## config.mk

```make
export PLATFORM = sky130hd
export DESIGN_NAME = rrip_row_upd
export DESIGN_NICKNAME = d
export VERILOG_FILES = /design/src/rtl/rrip_pkg.sv /design/src/rtl/rrip_row_upd.sv
export SDC_FILE = /design/constraint.sdc
export NUM_CORES = 1
export LEC_CHECK = 0
export ABC_AREA = 1
export BUFFER_PORTS_ARGS = -buffer_cell sky130_fd_sc_hd__buf_2
export CAP_MARGIN = 20
export CORE_MARGIN = 10
export CORE_UTILIZATION = 50
export DETAILED_ROUTE_END_ITERATION = 12
export PLACE_DENSITY_LB_ADDON = 0.08
export SLEW_MARGIN = 20
export SYNTH_ARGS = -nofsm -noshare
export SYNTH_HDL_FRONTEND = slang
export SYNTH_SLANG_ARGS = --single-unit
```

## constraint.sdc

```tcl
create_clock -name vclk -period 16.2
set_clock_uncertainty 0.05 [all_clocks]
set_input_delay 2.43 -clock vclk [all_inputs]
set_output_delay 2.43 -clock vclk [all_outputs]
set_load 0.1 [all_outputs]
```

## src/rtl/rrip_pkg.sv

```systemverilog
// Shared types and constants for the RRIP set replacement block.
package rrip_pkg;

	localparam int RRPV_W = 3;
	localparam int ACTION_W = 2;
	localparam int SET_IDX_W = 10;
	localparam int WAY_W = 4;
	localparam int CLASS_W = 3;

	typedef logic [RRPV_W-1:0] rrpv_t;
	typedef logic [ACTION_W-1:0] action_t;
	typedef logic [WAY_W-1:0] way_t;
	typedef logic [CLASS_W-1:0] class_t;

	localparam action_t ACT_INVALIDATE = 2'd0;
	localparam action_t ACT_HIT = 2'd1;
	localparam action_t ACT_FILL = 2'd2;
	localparam action_t ACT_VICTIM = 2'd3;

	localparam class_t CLS_NONE = 3'd0;
	localparam class_t CLS_NONPROP = 3'd1;
	localparam class_t CLS_HIGH = 3'd2;
	localparam class_t CLS_MODERATE = 3'd3;

	localparam rrpv_t FILL_NONPROP = 3'd2;
	localparam rrpv_t FILL_HIGH = 3'd1;
	localparam rrpv_t RESET_RRPV = 3'd3;

	typedef struct packed {
		action_t action;
		way_t way;
		class_t cls;
		rrpv_t max_val;
	} rrip_op_t;

endpackage

```

## src/rtl/rrip_row_upd.sv

```systemverilog
// Row update: per-way prediction change and victim search with aging.
module rrip_row_upd
	import rrip_pkg::*;
#(
	parameter int NUM_WAYS = 16
) (
	input  logic [NUM_WAYS*RRPV_W-1:0] row,
	input  rrip_op_t op,
	output logic [NUM_WAYS*RRPV_W-1:0] new_row,
	output way_t victim_way
);

	localparam int WAY_IW = NUM_WAYS > 1 ? $clog2(NUM_WAYS) : 1;

	rrpv_t lane [NUM_WAYS];
	logic [(1 << RRPV_W)-2:0] ge;
	rrpv_t top;
	rrpv_t thr;
	rrpv_t delta;
	logic aging;
	rrpv_t fill_val;
	logic [WAY_IW-1:0] vidx;

	always_comb begin
		for (int w = 0; w < NUM_WAYS; w++) begin
			lane[w] = row[w*RRPV_W +: RRPV_W];
		end
	end

	always_comb begin
		ge = '0;
		for (int t = 1; t < (1 << RRPV_W); t++) begin
			for (int w = 0; w < NUM_WAYS; w++) begin
				if (lane[w] >= RRPV_W'(t)) begin
					ge[t-1] = 1'b1;
				end
			end
		end
		top = RRPV_W'($countones(ge));
		aging = top < op.max_val;
		thr = aging ? top : op.max_val;
		delta = op.max_val - top;
	end

	always_comb begin
		unique case (op.cls) inside
			CLS_NONE, CLS_MODERATE: fill_val = op.max_val - rrpv_t'(1);
			CLS_NONPROP: fill_val = FILL_NONPROP;
			CLS_HIGH: fill_val = FILL_HIGH;
			default: fill_val = op.max_val;
		endcase
	end

	always_comb begin
		for (int w = 0; w < NUM_WAYS; w++) begin
			new_row[w*RRPV_W +: RRPV_W] = lane[w];
			unique case (op.action)
				ACT_VICTIM: begin
					if (aging) begin
						new_row[w*RRPV_W +: RRPV_W] = lane[w] + delta;
					end
				end
				ACT_INVALIDATE: begin
					if (6'(op.way) == 6'(w)) begin
						new_row[w*RRPV_W +: RRPV_W] = op.max_val;
					end
				end
				ACT_HIT: begin
					if (6'(op.way) == 6'(w) && lane[w] != '0) begin
						new_row[w*RRPV_W +: RRPV_W] = lane[w] - rrpv_t'(1);
					end
				end
				ACT_FILL: begin
					if (6'(op.way) == 6'(w)) begin
						new_row[w*RRPV_W +: RRPV_W] = fill_val;
					end
				end
			endcase
		end
	end

	always_comb begin
		vidx = '0;
		for (int w = NUM_WAYS - 1; w >= 0; w--) begin
			if (lane[w] >= thr) begin
				vidx = WAY_IW'(w);
			end
		end
		victim_way = (op.action == ACT_VICTIM) ? WAY_W'(vidx) : '0;
	end

endmodule

```

==> impl_metrics.py, run 1 <==
metrics = {
    "logic_synthesis": {
        "yosysWarnings": 0,
        "synth_cell_types": 46,
        "synth_area_leaders": "ha_1 24%, nand2_1 12%, o21ai_0 11%",
        "ys_seq_area_frac": 0,
        "syn_inst": 1100,
        "syn_avg_cell_area_um2": 6.19,
        "synth_top_cell_area_share": 0.239,
        "syn_area_um2": 6810,
        "yosysTopAreaCell": "ha_1",
        "synth_nets": 1310,
    },
    "floorplanning": {
        "io_pins": 112,
        "die_w_um": 137,
        "fp.dieH_um": 137,
        "initial_core_util": 0.512,
        "die_area_um2": 18700,
        "core_area_um2": 13300,
        "rows": 42,
    },
    "grt": {
        "grt_usage": 0.309,
        "grt_first_pass_wirelength_um": 45100,
        "grt_overflow": 0,
        "grt_max_degree": 50,
        "grt_pass1_vias": 7664,
        "antenna_found_initial": 0,
    },
    "drt": {
        "wire_per_inst_um": 22.5,
        "drtPass1Iterations": 6,
        "drc": 0,
        "via_count": 8401,
        "ant_nets": 0,
        "viasPerCell": 6.18,
        "routed_wl_um": 30600,
        "first_iter_violations": 1108,
    },
    "cells_and_area": {
        "fin_nets": 1395,
        "clock_buffers": 0,
        "seq_cell_count": 0,
        "stdcell_area_um2": 7540,
        "drive_gt1_frac": 0.134,
        "regArea_um2": 0,
        "area_growth_pct": 10.8,
        "diodes": 0,
    },
    "timing": {
        "rsz0062_at_grt": "no",
        "fin_crit_ns": 12.58,
        "maxSlewViolCount": 0,
        "setup_viol": 0,
        "setup_ws_ns": 3.62,
        "max_freq_ghz": 0.0795,
        "worst_slew_pin_slew_ns": 0.991,
        "finalHoldViolCount": 0,
        "slew_headroom": 0.338,
        "tns_ns": 0,
        "post-route-period-util": 0.776,
    },
    "worst_setup_path": {
        "cp-end-kind": "output port",
        "required_ns": 13.72,
        "max_stage_delay_ns": 0.58,
        "critPathLaunchType": "primary input",
        "slowest_stage": "o21ai_1",
        "critPathMaxFanout": 49,
        "arrival_ns": 10.10,
        "crit_type": "primary input to output port",
        "cpMostUsedCell": "nand2_1",
    },
    "placed_design": {
        "dp_hpwl_um": 22900,
        "placed_cell_area_um2": 7520,
        "gp_congestion": 1.03,
        "portBuffers": 112,
        "pre_cts_ws_ns": 3.75,
    },
    "status": {
        "status": "complete, no violations",
    },
    "job": {
        "drv_cap": 0,
    },
    "power": {
        "p_sw_frac": 0.765,
        "total_leakage_power_nw": 3.56,
        "switchingPower_uw": 256,
        "p_int_uw": 78.9,
        "power.total_uw": 335,
        "ir_drop_uv": 43.2,
        "p_comb_frac": 1.000,
        "power_density_nw_per_um2": 44.4,
        "clkPwrFrac": 0,
        "p_seq_frac": 0,
    },
    "cts": {
        "hold_buffers": 0,
        "postCtsSetupBuffers": 0,
        "cts_resized": 0,
    },
    "hold_path": {
        "hold_class": "primary input to output port",
    },
}
## metal layers
metal / vias up / track usage / share of wire
li1: 3991 / - / -
met1: 3773 / 0.388 / 0.40
met2: 521 / 0.519 / 0.46
met3: 116 / 0.0363 / 0.099
met4: 0 / 0.137 / 0.049
met5: - / 0 / 0
## path summary, 6_finish.rpt
check | start | to | slack (ns) | cells past startpoint
max | row[43] | victim_way[0] | 3.62 | 43
min | row[17] | new_row[17] | 5.49 | 4
## area by class of cell
type	instances	area (µm²)
timing repair buffer	125	678
fill	1359	5750
inverter	126	475
multi-input combinational	932	6170
tap	176	220
## power groups by stage
stage | sequential (mW) | clock, mW | combinational (mW)
final | 0 | 0 | 0.335
after global routing | 0 | 0 | 0.357
after CTS | 0 | 0 | 0.329
after detailed placement | 0 | 0 | 0.328
after global placement | 0 | 0 | 0.326
after floorplan | 0 | 0 | 0.240
## cells in the mapped netlist, drive strengths merged (3+ instances only)
master,n
nand2,220
o21ai,150
ha,130
inv,122
a21oi,110
nor2,84
clkbuf,37
nand3,36
o221ai,26
o211ai,22
fa,20
o2111ai,19
xor2,18
nor4,17
xnor2,16
nand4,15
maj3,10
or2,10
buf,5
nor3,5
a22oi,4
a31oi,4
clkinv,4
a221oi,3
## metrics by stage
| stage | hold WS (ns) | util | instances |
|---|---|---|---|
| after floorplan | 5.22 | - | 1100 |
| after detailed placement | 5.49 | 0.565 | 1358 |
| after global routing | 5.51 | 0.567 | 1359 |
| final | 5.49 | 0.567 | 1359 |
| after CTS | 5.49 | 0.565 | 1358 |
| after global placement | 5.48 | 0.565 | 1358 |
## critical path, delay by kind of cell
kind / cells / cell delay [ns]
AND/OR/NAND/NOR: 23 / 2.19
AO/OA/AOI/OAI: 4 / 0.96
buffers and inverters: 9 / 1.50
adder cells (fa/ha/maj): 7 / 2.95
## cells in the final DEF, fill, tap and decap left out, types with 5 or more instances in the layout
master     netlist  layout
or2_2           10      10
nand3_1         34      34
a21oi_1        104     104
buf_2            0     112
nand4_1         15      15
a21oi_2          6       6
ha_1           130     130
fa_1            20      20
maj3_2           6       6
o211ai_1        22      22
buf_4            0      12
o221ai_1        26      26
o2111ai_1       19      19
nor4_1          17      17
xnor2_1         16      16
nand2_1        216     216
nor2_1          82      81
inv_1          120     120
o21ai_0        150     148
nor3_1           5       5
xor2_1          18      17
## kinds of logic (layout without fill, tap and decap cells)
family	Yosys count	in the layout	share of synthesized area
simple gates	392	392	0.249
compound gates	346	346	0.298
buf+inv	168	251	0.0952
fa+ha+maj	160	160	0.314
xor+xnor	34	34	0.0437
No activity file was read; power rests on OpenSTA's default activity.
==> run 2, diff against run 1 <==
--- a/config.mk
+++ b/config.mk
@@ -5,7 +5,7 @@
 export SDC_FILE = /design/constraint.sdc
 export NUM_CORES = 1
 export LEC_CHECK = 0
-export ABC_AREA = 1
+export ABC_AREA = 0
 export BUFFER_PORTS_ARGS = -buffer_cell sky130_fd_sc_hd__buf_2
 export CAP_MARGIN = 20
 export CORE_MARGIN = 10
==> constraint.sdc (replaced) <==
create_clock -name vclk -period 11.12
set_clock_uncertainty 0.05 [all_clocks]
set_input_delay 1.668 -clock vclk [all_inputs]
set_output_delay 1.668 -clock vclk [all_outputs]
set_load 0.1 [all_outputs]
==> run 2 against run 1 <==
Effect of this change:
- first-iteration DRC count shrank 5.4%
- routed wire length shrank 15%
- clock-buffer cell count is the same
- critical path depth shrank 19
- non-clock buffer count shrank 3
- core utilization shrank 0.19 points
- worst setup slack lost 2.8 ns
- worst hold slack lost 1.6 ns
- power grew 31%
==> impl_metrics.py, run 2 <==
metrics = {
    "floorplanning": {
        "initial_core_util": 0.513,
        "core_area_um2": 12700,
        "die_area_um2": 18000,
        "rows": 41,
        "die_w_um": 134,
        "io_pins": 112,
        "fp.dieH_um": 134,
    },
    "logic_synthesis": {
        "synth_cell_types": 67,
        "synth_nets": 1154,
        "syn_inst": 944,
        "syn_avg_cell_area_um2": 6.92,
        "yosysWarnings": 0,
        "synth_commonest_cells": "130 x ha_1, 74 x a21oi_1, 72 x o21ai_0, 71 x nor2_1, 67 x nand2_1",
        "yosys.cell_count.top_type": "ha_1",
        "synth_area_leaders": "ha_1 25%, fa_1 6.1%, a21oi_1 5.7%",
        "syn_area_um2": 6530,
        "yosysTopAreaCell": "ha_1",
        "ys_seq_area_frac": 0,
        "synth_top_cell_area_share": 0.249,
    },
    "drt": {
        "viasPerCell": 6.65,
        "ant_nets": 0,
        "routed_wl_um": 26000,
        "drtPass1Iterations": 6,
        "via_count": 7762,
        "drc": 0,
        "wire_per_inst_um": 22.3,
        "first_iter_violations": 1048,
        "met2WireLength_um": 11800,
        "wl_met1_um": 10800,
        "top_layer": "met4",
        "wl_met3_um": 2750,
    },
    "timing": {
        "finalHoldViolCount": 0,
        "setup_viol": 0,
        "rsz0062_at_grt": "no",
        "maxSlewViolCount": 0,
        "max_freq_ghz": 0.0971,
        "fin_crit_ns": 10.30,
        "slew_headroom": 0.348,
        "worst_slew_pin_slew_ns": 0.965,
        "post-route-period-util": 0.927,
        "finalHoldWorstSlack_ns": 3.92,
    },
    "power": {
        "switchingPower_uw": 323,
        "total_leakage_power_nw": 3.06,
        "power_density_nw_per_um2": 60.9,
        "ir_drop_uv": 43.5,
        "p_sw_frac": 0.738,
        "p_int_uw": 115,
        "p_comb_frac": 1.000,
        "p_seq_frac": 0,
        "clkPwrFrac": 0,
    },
    "cts": {
        "postCtsSetupBuffers": 0,
        "cts_resized": 0,
        "hold_buffers": 0,
    },
    "grt": {
        "grt_usage": 0.272,
        "antenna_found_initial": 0,
        "grt_max_degree": 74,
        "grt_pass1_vias": 7249,
        "grt_first_pass_wirelength_um": 40600,
        "grt_overflow": 0,
    },
    "hold_path": {
        "hold_class": "primary input to output port",
    },
    "placed_design": {
        "dp_hpwl_um": 19700,
        "gp_congestion": 1.03,
        "portBuffers": 112,
    },
    "worst_setup_path": {
        "required_ns": 9.40,
        "cp_cell_sequence": "buf_2 -> inv_1 -> ha_1 -> or4_1 -> nor3_1 -> nand4_1 -> fa_1 -> inv_1 -> fa_1 -> fa_1 -> fa_1 -> ha_1 -> o211ai_1 -> a22o_2 -> a21oi_1 -> buf_4 -> ha_1 -> nand2b_1 -> o311a_1 -> a311o_1 -> nor2_1 -> nand2_1 -> a211oi_2 -> buf_12",
        "cpLargestDelayFamily": "adder cells",
        "crit_type": "primary input to output port",
        "cpMostUsedCell": "fa_1",
        "critPathLaunchType": "primary input",
        "arrival_ns": 8.59,
        "max_stage_delay_ns": 0.53,
        "path_buf_inv": 5,
        "critPathMaxFanout": 17,
        "slowest_stage": "fa_1",
        "cp-end-kind": "output port",
    },
    "cells_and_area": {
        "diodes": 0,
        "layout_common_cells": "130 x ha_1, 109 x buf_2, 74 x a21oi_1, 72 x o21ai_0, 71 x nor2_1",
        "layout_commonest_cell": "ha_1",
        "clock_buffers": 0,
        "regArea_um2": 0,
        "drive_gt1_frac": 0.139,
        "area_growth_pct": 10.2,
        "seq_cell_count": 0,
        "fin_util": 0.566,
        "fin_nets": 1208,
    },
    "job": {
        "drv_cap": 0,
    },
    "status": {
        "status": "complete, no violations",
    },
}
-- run 2: cell types whose count changed in the layout (fill, tap and decap cells not counted), moves of 22 or more --
cell	previous run	this run
nand2_1	216	67
o21ai_0	148	72
inv_1	120	47
a21oi_1	104	74
nor2b_1	0	26
a31oi_1	4	28
o22ai_1	1	24
nand2b_1	0	22
-- run 2: metrics by stage --
| step | std cells | TNS [ns] | area (µm²) | power [mW] | worst slack (ns) |
|---|---|---|---|---|---|
| 2_1_floorplan | 944 | -0.0572 | 6550 | 0.324 | -0.0572 |
| 3_3_place_gp | 1168 | 0 | 7190 | 0.431 | 0.936 |
| 3_5_place_dp | 1168 | 0 | 7190 | 0.432 | 0.823 |
| 4_1_cts | 1168 | 0 | 7190 | 0.434 | 0.832 |
| 5_1_grt | 1168 | 0 | 7190 | 0.473 | 0.317 |
| 6_report | 1168 | 0 | 7190 | 0.438 | 0.817 |
-- run 2: power groups by stage --
| stage | Sequential [mW] | Combinational [mW] | Clock (mW) |
|---|---|---|---|
| after floorplan | 0 | 0.324 | 0 |
| after detailed placement | 0 | 0.432 | 0 |
| after global routing | 0 | 0.473 | 0 |
| after global placement | 0 | 0.431 | 0 |
| final | 0 | 0.438 | 0 |
| after CTS | 0 | 0.434 | 0 |
-- run 2: layout make-up --
| type | count | area [µm²] |
|---|---|---|
| fillers | 1298 | 5530 |
| well taps | 172 | 215 |
| repair buffers | 122 | 681 |
| multi-input cells | 827 | 6120 |
| inverters | 47 | 176 |
-- run 2: path summary, 6_finish.rpt --
| path | startpoint | slack, ns | depth (start not counted) | endpoint |
|---|---|---|---|---|
| max | row[3] | 0.82 | 24 | victim_way[3] |
| min | row[27] | 3.92 | 3 | new_row[27] |
-- run 2: routing by layer --
layer / track usage / vias to the layer above
li1: - / 3642
met4: 0.0635 / 0
met3: 0.0444 / 49
met5: 0 / -
met1: 0.363 / 3634
met2: 0.444 / 437
-- run 2: kinds of logic (layout without fill, tap and decap cells) --
group	count (synthesis)	after routing	share of synthesized area
xor gates and xnor gates	35	35	0.0469
AOI/OAI and AO/OA	316	316	0.310
adders and majority gates	151	151	0.312
muxes	10	10	0.0155
and+or+nand+nor	315	315	0.247
buffers and inverters	117	169	0.0684
-- run 2: worst min-delay path, cell delays in order --
cell and delay, ns:
buf_2 0.16, a21o_1 0.18, buf_2 0.29
==> run 3, diff against run 2 <==
--- a/config.mk
+++ b/config.mk
@@ -11,7 +11,9 @@
 export CORE_MARGIN = 10
 export CORE_UTILIZATION = 50
 export DETAILED_ROUTE_END_ITERATION = 12
+export GPL_TIMING_DRIVEN = 0
 export PLACE_DENSITY_LB_ADDON = 0.08
+export SETUP_SLACK_MARGIN = 0.1
 export SLEW_MARGIN = 20
 export SYNTH_ARGS = -nofsm -noshare
 export SYNTH_HDL_FRONTEND = slang
==> run 3 against run 2 <==
Effect of this change:
- final area is 3.1% higher
- critical path depth is 5 higher
- global-route usage is 5.3 points higher
- power is 5.6% higher
- critical path type unchanged
- fmax is 5.6% lower
- die area stayed put
- core utilization is 1.8 points higher
- final cell count is 4.7% higher
- first-iteration DRC count is 8.1% higher
==> impl_metrics.py, run 3 (synthesis results as in run 2) <==
metrics = {
    "power": {
        "p_sw_frac": 0.739,
        "p_seq_frac": 0,
        "p_int_uw": 121,
        "total_leakage_power_nw": 3.14,
        "p_comb_frac": 1.000,
        "power_density_nw_per_um2": 62.4,
        "switchingPower_uw": 342,
        "ir_drop_uv": 48.3,
        "clkPwrFrac": 0,
    },
    "status": {
        "status": "complete, no violations",
    },
    "drt": {
        "drtPass1Iterations": 6,
        "wire_per_inst_um": 25.5,
        "via_count": 8224,
        "ant_nets": 0,
        "first_iter_violations": 1133,
        "drc": 0,
        "viasPerCell": 6.72,
        "routed_wl_um": 31200,
    },
    "floorplanning": {
        "fp.dieH_um": 134,
        "rows": 41,
        "core_area_um2": 12700,
        "die_area_um2": 18000,
        "io_pins": 112,
        "die_w_um": 134,
        "initial_core_util": 0.513,
    },
    "grt": {
        "met2_usage": 0.511,
        "grt_overflow": 0,
        "groute.layer.met1.usage": 0.412,
        "grt_first_pass_wirelength_um": 46300,
        "grt_usage": 0.325,
        "grt_pass1_vias": 7867,
        "grt.busiest_layer": "met2",
        "antenna_found_initial": 0,
        "grt_max_degree": 18,
        "use_met3": 0.0676,
    },
    "worst_setup_path": {
        "cpMostUsedCell": "fa_1",
        "critPathCapture": "victim_way[1]",
        "cpLargestDelayFamily": "adder cells",
        "max_stage_delay_ns": 0.53,
        "critPathLaunchType": "primary input",
        "crit_type": "primary input to output port",
        "arrival_ns": 9.19,
        "cp.depth": 29,
        "cp-startpoint": "row[34]",
        "critPathMaxFanout": 17,
        "path_buf_inv": 8,
        "required_ns": 9.40,
        "cp-end-kind": "output port",
        "slowest_stage": "fa_1",
    },
    "timing": {
        "setup_ws_ns": 0.209,
        "worst_slew_pin_slew_ns": 0.934,
        "max_freq_ghz": 0.0917,
        "setup_viol": 0,
        "post-route-period-util": 0.981,
        "rsz0062_at_grt": "no",
        "tns_ns": 0,
        "slew_headroom": 0.377,
        "fin_crit_ns": 10.91,
        "maxSlewViolCount": 0,
        "finalHoldViolCount": 0,
    },
    "cells_and_area": {
        "fin_nets": 1263,
        "regArea_um2": 0,
        "diodes": 0,
        "multiInputGateArea_um2": 6170,
        "fin_util": 0.583,
        "layout_common_cells": "128 x ha_1, 108 x buf_2, 72 x o21ai_0, 72 x a21oi_1, 71 x nor2_1",
        "clock_buffers": 0,
        "fill_cells": 1371,
        "layout_commonest_cell": "ha_1",
        "drive_gt1_frac": 0.144,
        "area_growth_pct": 13.6,
        "seq_cell_count": 0,
    },
    "hold_path": {
        "hold_class": "primary input to output port",
    },
    "placed_design": {
        "gp_congestion": 1.02,
        "portBuffers": 110,
        "pre_cts_ws_ns": -0.977,
        "dp_hpwl_um": 24200,
    },
    "cts": {
        "postCtsSetupBuffers": 0,
        "hold_buffers": 0,
    },
    "job": {
        "drv_cap": 0,
    },
}
## run 3: stage by stage
| step | hold WS [ns] | std cells | power (mW) | cell area, µm² |
|---|---|---|---|---|
| finish | 3.90 | 1223 | 0.463 | 7420 |
| global route | 3.92 | 1223 | 0.492 | 7420 |
| CTS | 3.90 | 1223 | 0.450 | 7360 |
| detailed placement | 3.90 | 1228 | 0.449 | 7360 |
| global placement | 3.90 | 1226 | 0.445 | 7320 |
| floorplan | 3.74 | 944 | 0.324 | 6550 |
## run 3: layout make-up
type               count  area share
well taps            172      0.0290
inverters             47      0.0238
multi-input cells    827       0.831
repair buffers       112      0.0786
plain buffers         65      0.0376
## run 3: routing by layer
| layer | part of all wire | routed length, µm |
|---|---|---|
| met1 | 0.40 | 12400 |
| met2 | 0.43 | 13400 |
| met3 | 0.11 | 3510 |
| met5 | 0 | 0 |
| met4 | 0.058 | 1790 |
## run 3: how the worst min path moves through the flow
stage,start,endpoint,slack [ns],depth (start not counted)
after global placement,row[27],new_row[27],3.90,3
after detailed placement,row[27],new_row[27],3.90,3
after CTS,row[27],new_row[27],3.90,3
final,row[27],new_row[27],3.90,3
after floorplan,row[19],victim_way[3],3.74,5
after global routing,row[27],new_row[27],3.92,3
## run 3: power by group through the flow
stage                     Clock (mW)  Combinational (mW)  Sequential, mW
after global placement             0               0.445               0
after floorplan                    0               0.324               0
final                              0               0.463               0
after CTS                          0               0.450               0
after detailed placement           0               0.449               0
after global routing               0               0.492               0
## run 3: repair_timing
action                     CTS  global route
setup endpoints to repair    4             4
gates resized for setup     10            23
pin swaps                    0             0
